`src/hdl/lkv_pkg.sv`:
```
// Package for the LRU key/value cache.
// Field widths, reset values, action codes and the controller/datapath structs.
// No dependencies.
`default_nettype none

package lkv_pkg;

    localparam int ENTRIES_DEF = 16;
    localparam int CAP_W       = 5;
    localparam int KEY_W       = 32;
    localparam int VAL_W       = 32;

    localparam logic [CAP_W-1:0] CAP_RESET = 5'd16;

    localparam logic ACT_GET = 1'b0;
    localparam logic ACT_PUT = 1'b1;

    typedef struct packed {
        logic load_req;
        logic capture;
        logic update;
        logic load_rsp;
    } t_cmd;

    typedef struct packed {
        logic is_put;
    } t_sts;

endpackage

`default_nettype wire

```
`src/hdl/lkv_if.sv`:
```
// Channel interfaces of the LRU key/value cache: request, response and configuration.
// Depends on lkv_pkg.
`default_nettype none

interface lkv_req_if import lkv_pkg::*; ();
    logic                    valid;
    logic                    ready;
    logic                    action;
    logic signed [KEY_W-1:0] key;
    logic signed [VAL_W-1:0] value;

    modport source (output valid, output action, output key, output value, input ready);
    modport sink   (input valid, input action, input key, input value, output ready);
endinterface

interface lkv_rsp_if import lkv_pkg::*; ();
    logic                    valid;
    logic                    ready;
    logic                    hit;
    logic signed [VAL_W-1:0] read_value;

    modport source (output valid, output hit, output read_value, input ready);
    modport sink   (input valid, input hit, input read_value, output ready);
endinterface

interface lkv_cfg_if import lkv_pkg::*; ();
    logic             valid;
    logic             ready;
    logic [CAP_W-1:0] data;

    modport source (output valid, output data, input ready);
    modport sink   (input valid, input data, output ready);
endinterface

`default_nettype wire

```
`src/hdl/lru_key_value_cache.sv`:
```
// Top level of the LRU key/value cache: joins controller, datapath and channels.
// Depends on lkv_pkg, lkv_if, lkv_ctrl and lkv_dp.
`default_nettype none

// A fully associative key/value store with least-recently-used replacement.
// Each request is a get or a put; a get produces one response transfer, a put
// produces none. The block handles one request at a time. After the accepting edge
// a put keeps it busy through match, then rank and memory update. A get keeps it
// busy through match, rank update with the value memory read, and response load;
// the response load waits until the response register is free.
// A new request may be accepted while the last response still waits in the
// output register. Valid bits are cleared by reset, so no clearing pass is run.
// Capacity writes take effect at once and are meant for an idle block; zero acts
// as one and values above ENTRIES act as ENTRIES.
module lru_key_value_cache import lkv_pkg::*; #(
    parameter int ENTRIES = ENTRIES_DEF
) (
    input  wire logic  i_clk,
    input  wire logic  i_rst_n,
    lkv_req_if.sink    i_req,
    lkv_rsp_if.source  o_rsp,
    lkv_cfg_if.sink    i_cfg
);

    t_cmd cmd;
    t_sts sts;

    assign i_cfg.ready = 1'b1;

    lkv_ctrl u_ctrl (
        .i_clk       (i_clk),
        .i_rst_n     (i_rst_n),
        .i_in_valid  (i_req.valid),
        .o_in_ready  (i_req.ready),
        .o_out_valid (o_rsp.valid),
        .i_out_ready (o_rsp.ready),
        .i_sts       (sts),
        .o_cmd       (cmd)
    );

    lkv_dp #(
        .ENTRIES (ENTRIES)
    ) u_dp (
        .i_clk        (i_clk),
        .i_rst_n      (i_rst_n),
        .i_cmd        (cmd),
        .o_sts        (sts),
        .i_action     (i_req.action),
        .i_key        (i_req.key),
        .i_value      (i_req.value),
        .i_cfg_valid  (i_cfg.valid),
        .i_cfg_data   (i_cfg.data),
        .o_hit        (o_rsp.hit),
        .o_read_value (o_rsp.read_value)
    );

    a_busy_after_accept: assert property (@(posedge i_clk) disable iff (!i_rst_n)
        i_req.valid && i_req.ready |=> !i_req.ready)
        else $error("request accepted while a request is in progress");

    a_miss_zero: assert property (@(posedge i_clk) disable iff (!i_rst_n)
        o_rsp.valid && !o_rsp.hit |-> o_rsp.read_value == '0)
        else $error("miss response carries a nonzero value");

    a_rsp_load_free: assert property (@(posedge i_clk) disable iff (!i_rst_n)
        cmd.load_rsp |-> !o_rsp.valid || o_rsp.ready)
        else $error("response register overwritten before transfer");

    a_put_no_rsp: assert property (@(posedge i_clk) disable iff (!i_rst_n)
        cmd.update && sts.is_put |=> !cmd.load_rsp && i_req.ready)
        else $error("put did not return to idle");

endmodule

`default_nettype wire

```
`src/hdl/lkv_ctrl.sv`:
```
// Controller of the LRU key/value cache: sequences match, update and response.
// Depends on lkv_pkg.
`default_nettype none

module lkv_ctrl import lkv_pkg::*; (
    input  wire logic i_clk,
    input  wire logic i_rst_n,
    input  wire logic i_in_valid,
    output logic      o_in_ready,
    output logic      o_out_valid,
    input  wire logic i_out_ready,
    input  wire t_sts i_sts,
    output t_cmd      o_cmd
);

    localparam logic [1:0] S_IDLE   = 2'd0;
    localparam logic [1:0] S_MATCH  = 2'd1;
    localparam logic [1:0] S_UPDATE = 2'd2;
    localparam logic [1:0] S_RESP   = 2'd3;

    logic [1:0] r_state;
    logic [1:0] n_state;
    logic       r_out_valid;
    logic       n_out_valid;
    logic       out_free;

    assign out_free    = !r_out_valid || i_out_ready;
    assign o_in_ready  = (r_state == S_IDLE);
    assign o_out_valid = r_out_valid;

    always_comb begin
        n_state = r_state;
        o_cmd   = '0;
        case (r_state)
            S_IDLE: begin
                if (i_in_valid) begin
                    o_cmd.load_req = 1'b1;
                    n_state        = S_MATCH;
                end
            end
            S_MATCH: begin
                o_cmd.capture = 1'b1;
                n_state       = S_UPDATE;
            end
            S_UPDATE: begin
                o_cmd.update = 1'b1;
                n_state      = i_sts.is_put ? S_IDLE : S_RESP;
            end
            S_RESP: begin
                if (out_free) begin
                    o_cmd.load_rsp = 1'b1;
                    n_state        = S_IDLE;
                end
            end
            default: begin
                n_state = S_IDLE;
            end
        endcase
    end

    always_comb begin
        n_out_valid = r_out_valid;
        if (o_cmd.load_rsp) begin
            n_out_valid = 1'b1;
        end else if (i_out_ready) begin
            n_out_valid = 1'b0;
        end
    end

    always_ff @(posedge i_clk) begin
        if (!i_rst_n) begin
            r_state     <= S_IDLE;
            r_out_valid <= 1'b0;
        end else begin
            r_state     <= n_state;
            r_out_valid <= n_out_valid;
        end
    end

endmodule

`default_nettype wire

```
`src/hdl/lkv_dp.sv`:
```
// Datapath of the LRU key/value cache: key cells, value memory, recency ranks,
// fill count, capacity register and the response register. Depends on lkv_pkg.
`default_nettype none

module lkv_dp import lkv_pkg::*; #(
    parameter int ENTRIES = ENTRIES_DEF
) (
    input  wire logic                    i_clk,
    input  wire logic                    i_rst_n,
    input  wire t_cmd                    i_cmd,
    output t_sts                         o_sts,
    input  wire logic                    i_action,
    input  wire logic signed [KEY_W-1:0] i_key,
    input  wire logic signed [VAL_W-1:0] i_value,
    input  wire logic                    i_cfg_valid,
    input  wire logic [CAP_W-1:0]        i_cfg_data,
    output logic                         o_hit,
    output logic signed [VAL_W-1:0]      o_read_value
);

    localparam int IW = (ENTRIES > 1) ? $clog2(ENTRIES) : 1;
    localparam int RW = IW;
    localparam int FW = $clog2(ENTRIES + 1);

    logic                    r_action;
    logic signed [KEY_W-1:0] r_key;
    logic signed [VAL_W-1:0] r_value;
    logic [CAP_W-1:0]        r_capacity;

    logic signed [KEY_W-1:0] r_keys [ENTRIES];
    logic signed [VAL_W-1:0] r_val_mem [ENTRIES];
    logic [ENTRIES-1:0]      r_valid;
    logic [RW-1:0]           r_rank [ENTRIES];
    logic [FW-1:0]           r_fill;

    logic                    r_hit;
    logic [IW-1:0]           r_hit_idx;
    logic [RW-1:0]           r_hit_rank;
    logic [IW-1:0]           r_free_idx;
    logic [IW-1:0]           r_victim_idx;
    logic                    r_do_fill;
    logic signed [VAL_W-1:0] r_rd_value;

    logic [ENTRIES-1:0] match;
    logic [ENTRIES-1:0] oldest;
    logic [IW-1:0]      n_hit_idx;
    logic [IW-1:0]      n_free_idx;
    logic [IW-1:0]      n_victim_idx;
    logic [FW-1:0]      eff_cap;
    logic [RW-1:0]      last_rank;
    logic [IW-1:0]      target;
    logic               is_put;
    logic               touch_en;

    assign last_rank = RW'(r_fill - FW'(1));

    always_comb begin
        if (r_capacity == '0) begin
            eff_cap = FW'(1);
        end else if (int'(r_capacity) > ENTRIES) begin
            eff_cap = FW'(ENTRIES);
        end else begin
            eff_cap = FW'(r_capacity);
        end
    end

    always_comb begin
        n_hit_idx    = '0;
        n_free_idx   = '0;
        n_victim_idx = '0;
        for (int i = 0; i < ENTRIES; i++) begin
            match[i]  = r_valid[i] && (r_keys[i] == r_key);
            oldest[i] = r_valid[i] && (r_rank[i] == last_rank);
        end
        for (int i = ENTRIES - 1; i >= 0; i--) begin
            if (match[i]) begin
                n_hit_idx = IW'(i);
            end
            if (!r_valid[i]) begin
                n_free_idx = IW'(i);
            end
            if (oldest[i]) begin
                n_victim_idx = IW'(i);
            end
        end
    end

    assign is_put   = (r_action == ACT_PUT);
    assign touch_en = r_hit || is_put;
    assign target   = r_hit ? r_hit_idx : (r_do_fill ? r_free_idx : r_victim_idx);
    assign o_sts.is_put = is_put;

    always_ff @(posedge i_clk) begin
        if (i_cmd.load_req) begin
            r_action <= i_action;
            r_key    <= i_key;
            r_value  <= i_value;
        end
        if (i_cmd.capture) begin
            r_hit        <= |match;
            r_hit_idx    <= n_hit_idx;
            r_hit_rank   <= r_rank[n_hit_idx];
            r_free_idx   <= n_free_idx;
            r_victim_idx <= n_victim_idx;
            r_do_fill    <= (r_fill < eff_cap);
        end
        if (i_cmd.update && is_put && !r_hit) begin
            r_keys[target] <= r_key;
        end
        if (i_cmd.load_rsp) begin
            o_hit        <= r_hit;
            o_read_value <= r_hit ? r_rd_value : '0;
        end
    end

    always_ff @(posedge i_clk) begin
        if (i_cmd.update && is_put) begin
            r_val_mem[target] <= r_value;
        end
        r_rd_value <= r_val_mem[r_hit_idx];
    end

    always_ff @(posedge i_clk) begin
        if (!i_rst_n) begin
            r_capacity <= CAP_RESET;
            r_valid    <= '0;
            r_fill     <= '0;
            for (int i = 0; i < ENTRIES; i++) begin
                r_rank[i] <= '0;
            end
        end else begin
            if (i_cfg_valid) begin
                r_capacity <= i_cfg_data;
            end
            if (i_cmd.update && touch_en) begin
                for (int i = 0; i < ENTRIES; i++) begin
                    if (r_valid[i] && (IW'(i) != target) &&
                        (!r_hit || (r_rank[i] < r_hit_rank))) begin
                        r_rank[i] <= r_rank[i] + RW'(1);
                    end
                end
                r_rank[target] <= '0;
                if (!r_hit && r_do_fill) begin
                    r_valid[target] <= 1'b1;
                    r_fill          <= r_fill + FW'(1);
                end
            end
        end
    end

endmodule

`default_nettype wire
```
`src/flat_wrapper.sv`:
```
// flat-port wrapper written by rule: the top's interface ports become plain ports
module lru_key_value_cache_flat import lkv_pkg::*;
#(
    parameter int ENTRIES = ENTRIES_DEF
)
  (i_clk, i_rst_n, i_req_valid, i_req_action, i_req_key, i_req_value, i_req_ready, o_rsp_valid, o_rsp_hit, o_rsp_read_value, o_rsp_ready, i_cfg_valid, i_cfg_data, i_cfg_ready);
  lkv_req_if i_req_i ();
  lkv_rsp_if o_rsp_i ();
  lkv_cfg_if i_cfg_i ();
  input  wire logic i_clk;
  input  wire logic i_rst_n;
  input wire logic [$bits(i_req_i.valid)-1:0] i_req_valid;
  input wire logic [$bits(i_req_i.action)-1:0] i_req_action;
  input wire logic [$bits(i_req_i.key)-1:0] i_req_key;
  input wire logic [$bits(i_req_i.value)-1:0] i_req_value;
  output wire logic [$bits(i_req_i.ready)-1:0] i_req_ready;
  output wire logic [$bits(o_rsp_i.valid)-1:0] o_rsp_valid;
  output wire logic [$bits(o_rsp_i.hit)-1:0] o_rsp_hit;
  output wire logic [$bits(o_rsp_i.read_value)-1:0] o_rsp_read_value;
  input wire logic [$bits(o_rsp_i.ready)-1:0] o_rsp_ready;
  input wire logic [$bits(i_cfg_i.valid)-1:0] i_cfg_valid;
  input wire logic [$bits(i_cfg_i.data)-1:0] i_cfg_data;
  output wire logic [$bits(i_cfg_i.ready)-1:0] i_cfg_ready;
  assign i_req_i.valid = i_req_valid;
  assign i_req_i.action = i_req_action;
  assign i_req_i.key = i_req_key;
  assign i_req_i.value = i_req_value;
  assign i_req_ready = i_req_i.ready;
  assign o_rsp_valid = o_rsp_i.valid;
  assign o_rsp_hit = o_rsp_i.hit;
  assign o_rsp_read_value = o_rsp_i.read_value;
  assign o_rsp_i.ready = o_rsp_ready;
  assign i_cfg_i.valid = i_cfg_valid;
  assign i_cfg_i.data = i_cfg_data;
  assign i_cfg_ready = i_cfg_i.ready;
  lru_key_value_cache #(.ENTRIES(ENTRIES)) u_core (.i_clk(i_clk), .i_rst_n(i_rst_n), .i_req(i_req_i), .o_rsp(o_rsp_i), .i_cfg(i_cfg_i));
endmodule
```
`config.mk`:
```
export PLATFORM = sky130hd
export DESIGN_NAME = lru_key_value_cache_flat
export DESIGN_NICKNAME = d
export VERILOG_FILES = /design/src/hdl/lkv_pkg.sv /design/src/hdl/lkv_if.sv /design/src/hdl/lru_key_value_cache.sv /design/src/hdl/lkv_ctrl.sv /design/src/hdl/lkv_dp.sv /design/src/flat_wrapper.sv
export SDC_FILE = /design/constraint.sdc
export NUM_CORES = 2
export LEC_CHECK = 0
export BUFFER_PORTS_ARGS = -buffer_cell sky130_fd_sc_hd__buf_2
export CAP_MARGIN = 20
export CORE_MARGIN = 2
export CORE_UTILIZATION = 45
export DETAILED_ROUTE_END_ITERATION = 8
export PLACE_DENSITY = 0.64
export SLEW_MARGIN = 10
export SYNTH_ARGS = -nofsm -noshare
export SYNTH_HDL_FRONTEND = slang
export SYNTH_SLANG_ARGS = --single-unit
```
`constraint.sdc`:
```
create_clock -name i_clk -period 9 [get_ports i_clk]
set_clock_uncertainty 0.15 [all_clocks]
set_input_delay 0 -clock i_clk [delete_from_list [all_inputs] [get_ports i_clk]]
set_output_delay 0 -clock i_clk [all_outputs]
set_load 0.005 [all_outputs]
```
==> reports/metrics.sh <==
OUTCOME='finished clean'
SYN_INST=3339
STARTING_DENSITY_OF_THE_CORE_PCT=45.4
SEQ_AREA_FRAC_SYNTH_PCT=68.4
YS_DOMINANT_REG_CELL='edfxtp_1'
GRT_MAX_DEGREE=130
CTSHTREEMAXLEVEL=4
CLOCKROOTBUFFER='clkbuf_16'
GROUTE.USAGE.OVERALL_PCT=22.2
NUMBER_OF_ROWS_IN_THE_CORE_AREA=126
PERIOD_MINUS_SLACK_PS=5660
AREAGROWTHSYNTHTOFINISH_PCT=16.1
YS_FF_LATCH=1265
FINAL.PERIOD_UTILIZATION_PCT=62.9
CTS_NUM_SINKS=1265
CRITICAL_PATH.MOST_COMMON_CELL='nor4_1'
DRT-WIRELENGTH-PER-CELL_UM=25.3
YS_TOP_CELLS_BY_AREA='edfxtp_1, xor2_1, mux4_2'
DIE_H_UM=349
CRITICAL_PATH_CELL_WITH_THE_HIGHEST_STAGE_DELAY='a211oi_2'
ASYNC_RESET_FF_SHARE_PCT=0
CORE_REGION_AREA_UM2=118000
SETUP_VIOL_COUNT_FINAL=0
WORSTREGTOREGCELLS=12
MAPPEDNETLISTNETS=3484
RSZ_0062_RAISED_AFTER_GLOBAL_ROUTING='no'
IR_DROP_uV=183
PIN_COUNT=111
DRIVE_ABOVE_1_SHARE_PCT=16.2
VIA_COUNT=30507
NETLIST.TOP_CELL.BY_AREA='edfxtp_1'
CTS_BUFFERS=131
FINAL-HOLD-VIOLATION-COUNT=0
SYN_AREA_UM2=53700
POSTROUTEWIRELENGTH_UM=135000
TIMING_WORST_SLEW_PIN_VALUE_PS=1070
POWER_LEAKAGE_nW=20.8
DIEWIDTH_UM=349
VIAS_PER_CELL=5.71
ANTENNA_CELLS_INSERTED=0
MAXIMUM_SINGLE_STAGE_DELAY_ON_THE_CRITICAL_PATH_PS=880
CRITICAL_PATH.CELL_CHAIN='buf_4, xor2_1, nor4_1, nand4_1, nor4_1, a21oi_1, a211oi_2, o21a_1, buf_8, mux2_4, a2111oi_0, nor3_1'
REG2REG_SETUP_SLACK_PS=3340
FRACTION_OF_SYNTHESIZED_CELL_AREA_TAKEN_BY_THE_TOP_AREA_CELL_TYPE_PCT=63.7
SETUP-TNS-FINAL_PS=0
SYNTH_ENABLE_FLOP_CELLS=1140
GRT_PASS1_VIAS=30163
CP.DEPTH=12
LARGEST_FANOUT_ON_THE_CRITICAL_PATH=22
NUM-FILL-CELLS=9463
WORST_SKEW_PAIR.LATE_LATENCY_PS=750
FMAX_MHz=177
MAX_SLEW_MARGIN_PCT=27.9
SYN_AREA_PER_CELL_UM2=16.1
SETUP.WORST_PATH.CLASS='reg2reg'
MIN-DELAY-PATH-CLASS='in2reg'
GRT_ANTENNA_BEFORE_REPAIR=2
FIRST_PASS_ITERS=5
GRT_REMAINING_OVERFLOW=0
GLOBALPLACE.CONGESTION=0.898
FINALNETCOUNT=3841
CTS.PATH.MAX_BUFFERS=3
YS.WARNINGS.COUNT=0
WORST_HOLD_PATH.NUM_CELLS=3
MAXSLEWVIOLCOUNT=0
PATH_CLK_SLEW_PS=60
WORST_SETUP_PATH_START_KIND='register'
DETAILED_PLACE_HPWL_UM=78400
POST_DETAILED_PLACEMENT_CELL_AREA_UM2=56400
CRITPATHTOPFAMILY='compound AO/OA/AOI/OAI gates'
CP.REQUIRED_PS=9330
SETUP.WORST_PATH.END_CLASS='register'
POWERDENSITY_nW_PER_UM2=203
CRITPATHBUFINV=2
CTS.REPAIR_TIMING.SETUP_BUFFER_COUNT=0
DIE_AREA_UM2=122000
CTS_TREE='yes'
ROUTE.DETAILED.DRC=0
SYNTH_CELL_TYPE_COUNT=66
DRT-INITIAL-DRC-COUNT=3214
TIMING.MAX_CAP.VIOLATIONS=0
PLACE.PORT_BUFFERS=109
DESIGN_AREA_UM2=62300
WORSTPATHARRIVAL_PS=5990
GRT_FIRST_PASS_WIRELENGTH_UM=200000
DETAIL-ROUTE-ANTENNA-NETS=0
## cell usage after synthesis (35+ instances only)
master / count
nand2b_1: 38
ha_1: 70
a21oi_1: 43
clkbuf_1: 58
edfxtp_1: 1140
nand4_1: 97
nor2_1: 159
xor2_1: 451
nor4_1: 160
nand2_1: 125
xnor2_1: 178
o21ai_0: 39
mux4_2: 160
buf_2: 49
nand3_1: 35
nor3_1: 51
and2_1: 41
dfxtp_1: 125
## where the power goes
part	internal (W)	switching, W
sequential	0.00648	0.0000729
combinational	0.000256	0.000425
clock	0.00312	0.00230
## state kept, by name (all words and copies together) (netlist names), 2 cells and up
name	flops
u_core.u_dp.r_fill	5
u_core.u_dp.r_rank	64
u_core.u_dp.r_hit_rank	4
u_core.u_dp.r_valid	16
u_core.u_dp.r_key	32
u_core.u_dp.r_keys	512
u_core.u_dp.r_hit_idx	4
u_core.u_dp.o_read_value	32
u_core.u_ctrl.r_state	2
u_core.u_dp.r_rd_value	32
u_core.u_dp.r_victim_idx	4
u_core.u_dp.r_val_mem	512
u_core.u_dp.r_free_idx	4
u_core.u_dp.r_capacity	5
u_core.u_dp.r_value	32
## area by class of cell
class,instances,area [um2],share of cell area (%)
Multi-Input combinational cell,1899,16300,26.2
Tap cell,1536,1920,3.08
Clock buffer,178,3590,5.75
Timing Repair Buffer,367,2910,4.67
Clock inverter,63,728,1.17
Inverter,32,120,0.193
Sequential cell,1265,36700,58.9
## per-stage QoR
| stage | utilization [%] | power [W] | worst slack (ps) | cells | hold WS (ps) |
|---|---|---|---|---|---|
| CTS | 52.7 | 0.0127 | 2990 | 5337 | 300 |
| finish | 52.7 | 0.0127 | 3340 | 5340 | 345 |
| floorplan | - | 0.00705 | 4990 | 3339 | -51.1 |
| global route | 52.7 | 0.0130 | 2920 | 5340 | 336 |
| global placement | 47.7 | 0.00729 | 3130 | 4939 | 25.8 |
| detailed placement | 47.7 | 0.00730 | 3000 | 4939 | 28.1 |
## path summary, 6_finish.rpt
kind,startpoint,endpoint
worst max register to register,u_core.u_dp.r_key[6],u_core.u_dp.r_hit_rank[3]
worst max-delay path,u_core.u_dp.r_key[6],u_core.u_dp.r_hit_rank[3]
worst min-delay path,i_req_valid,u_core.u_dp.r_value[5]
worst min register to register,u_core.u_dp.r_rd_value[10],u_core.u_dp.o_read_value[10]
## placed cells by master (no fill, tap or decap), types with 43 or more instances in the layout
cell,n
edfxtp_1,1140
xor2_1,450
dfxtp_1,125
nor2_1,127
buf_4,96
dlygate4sd3_1,157
nor3_1,51
ha_1,70
nand4_1,97
a21oi_1,43
mux4_2,160
nand2_1,125
xnor2_1,177
nor4_1,160
buf_2,110
clkbuf_16,133
## timing repair
action,4_1_cts,5_1_grt
endpoints found under the hold margin,195,0
hold buffers,157,0
gates resized for setup,0,0
## cell families after synthesis
family,after synthesis,synth area share [%]
simple gates,791,7.98
other cells,1,0.00698
compound gates,228,3.05
fa+ha+maj,70,1.63
flops,1265,68.4
mux,180,7.14
buf+inv,175,1.54
xor+xnor,629,10.3
## per-layer routing
layer	wire length, um	up-vias	GRT usage (%)
met3	9090	208	3.58
met5	0	-	0
met2	62900	1249	35.2
met4	3190	0	6.26
li1	-	13572	-
met1	59700	15478	31.8
## worst reg2reg max path, stage by stage (launching register included)
cell       delay, ps
edfxtp_1         710
buf_4            470
xor2_1           160
nor4_1           280
nand4_1          130
nor4_1           870
a21oi_1          200
a211oi_2         880
o21a_1           430
buf_8            240
mux2_4           320
a2111oi_0        430
nor3_1           120
(Power assumes the default switching activity.)
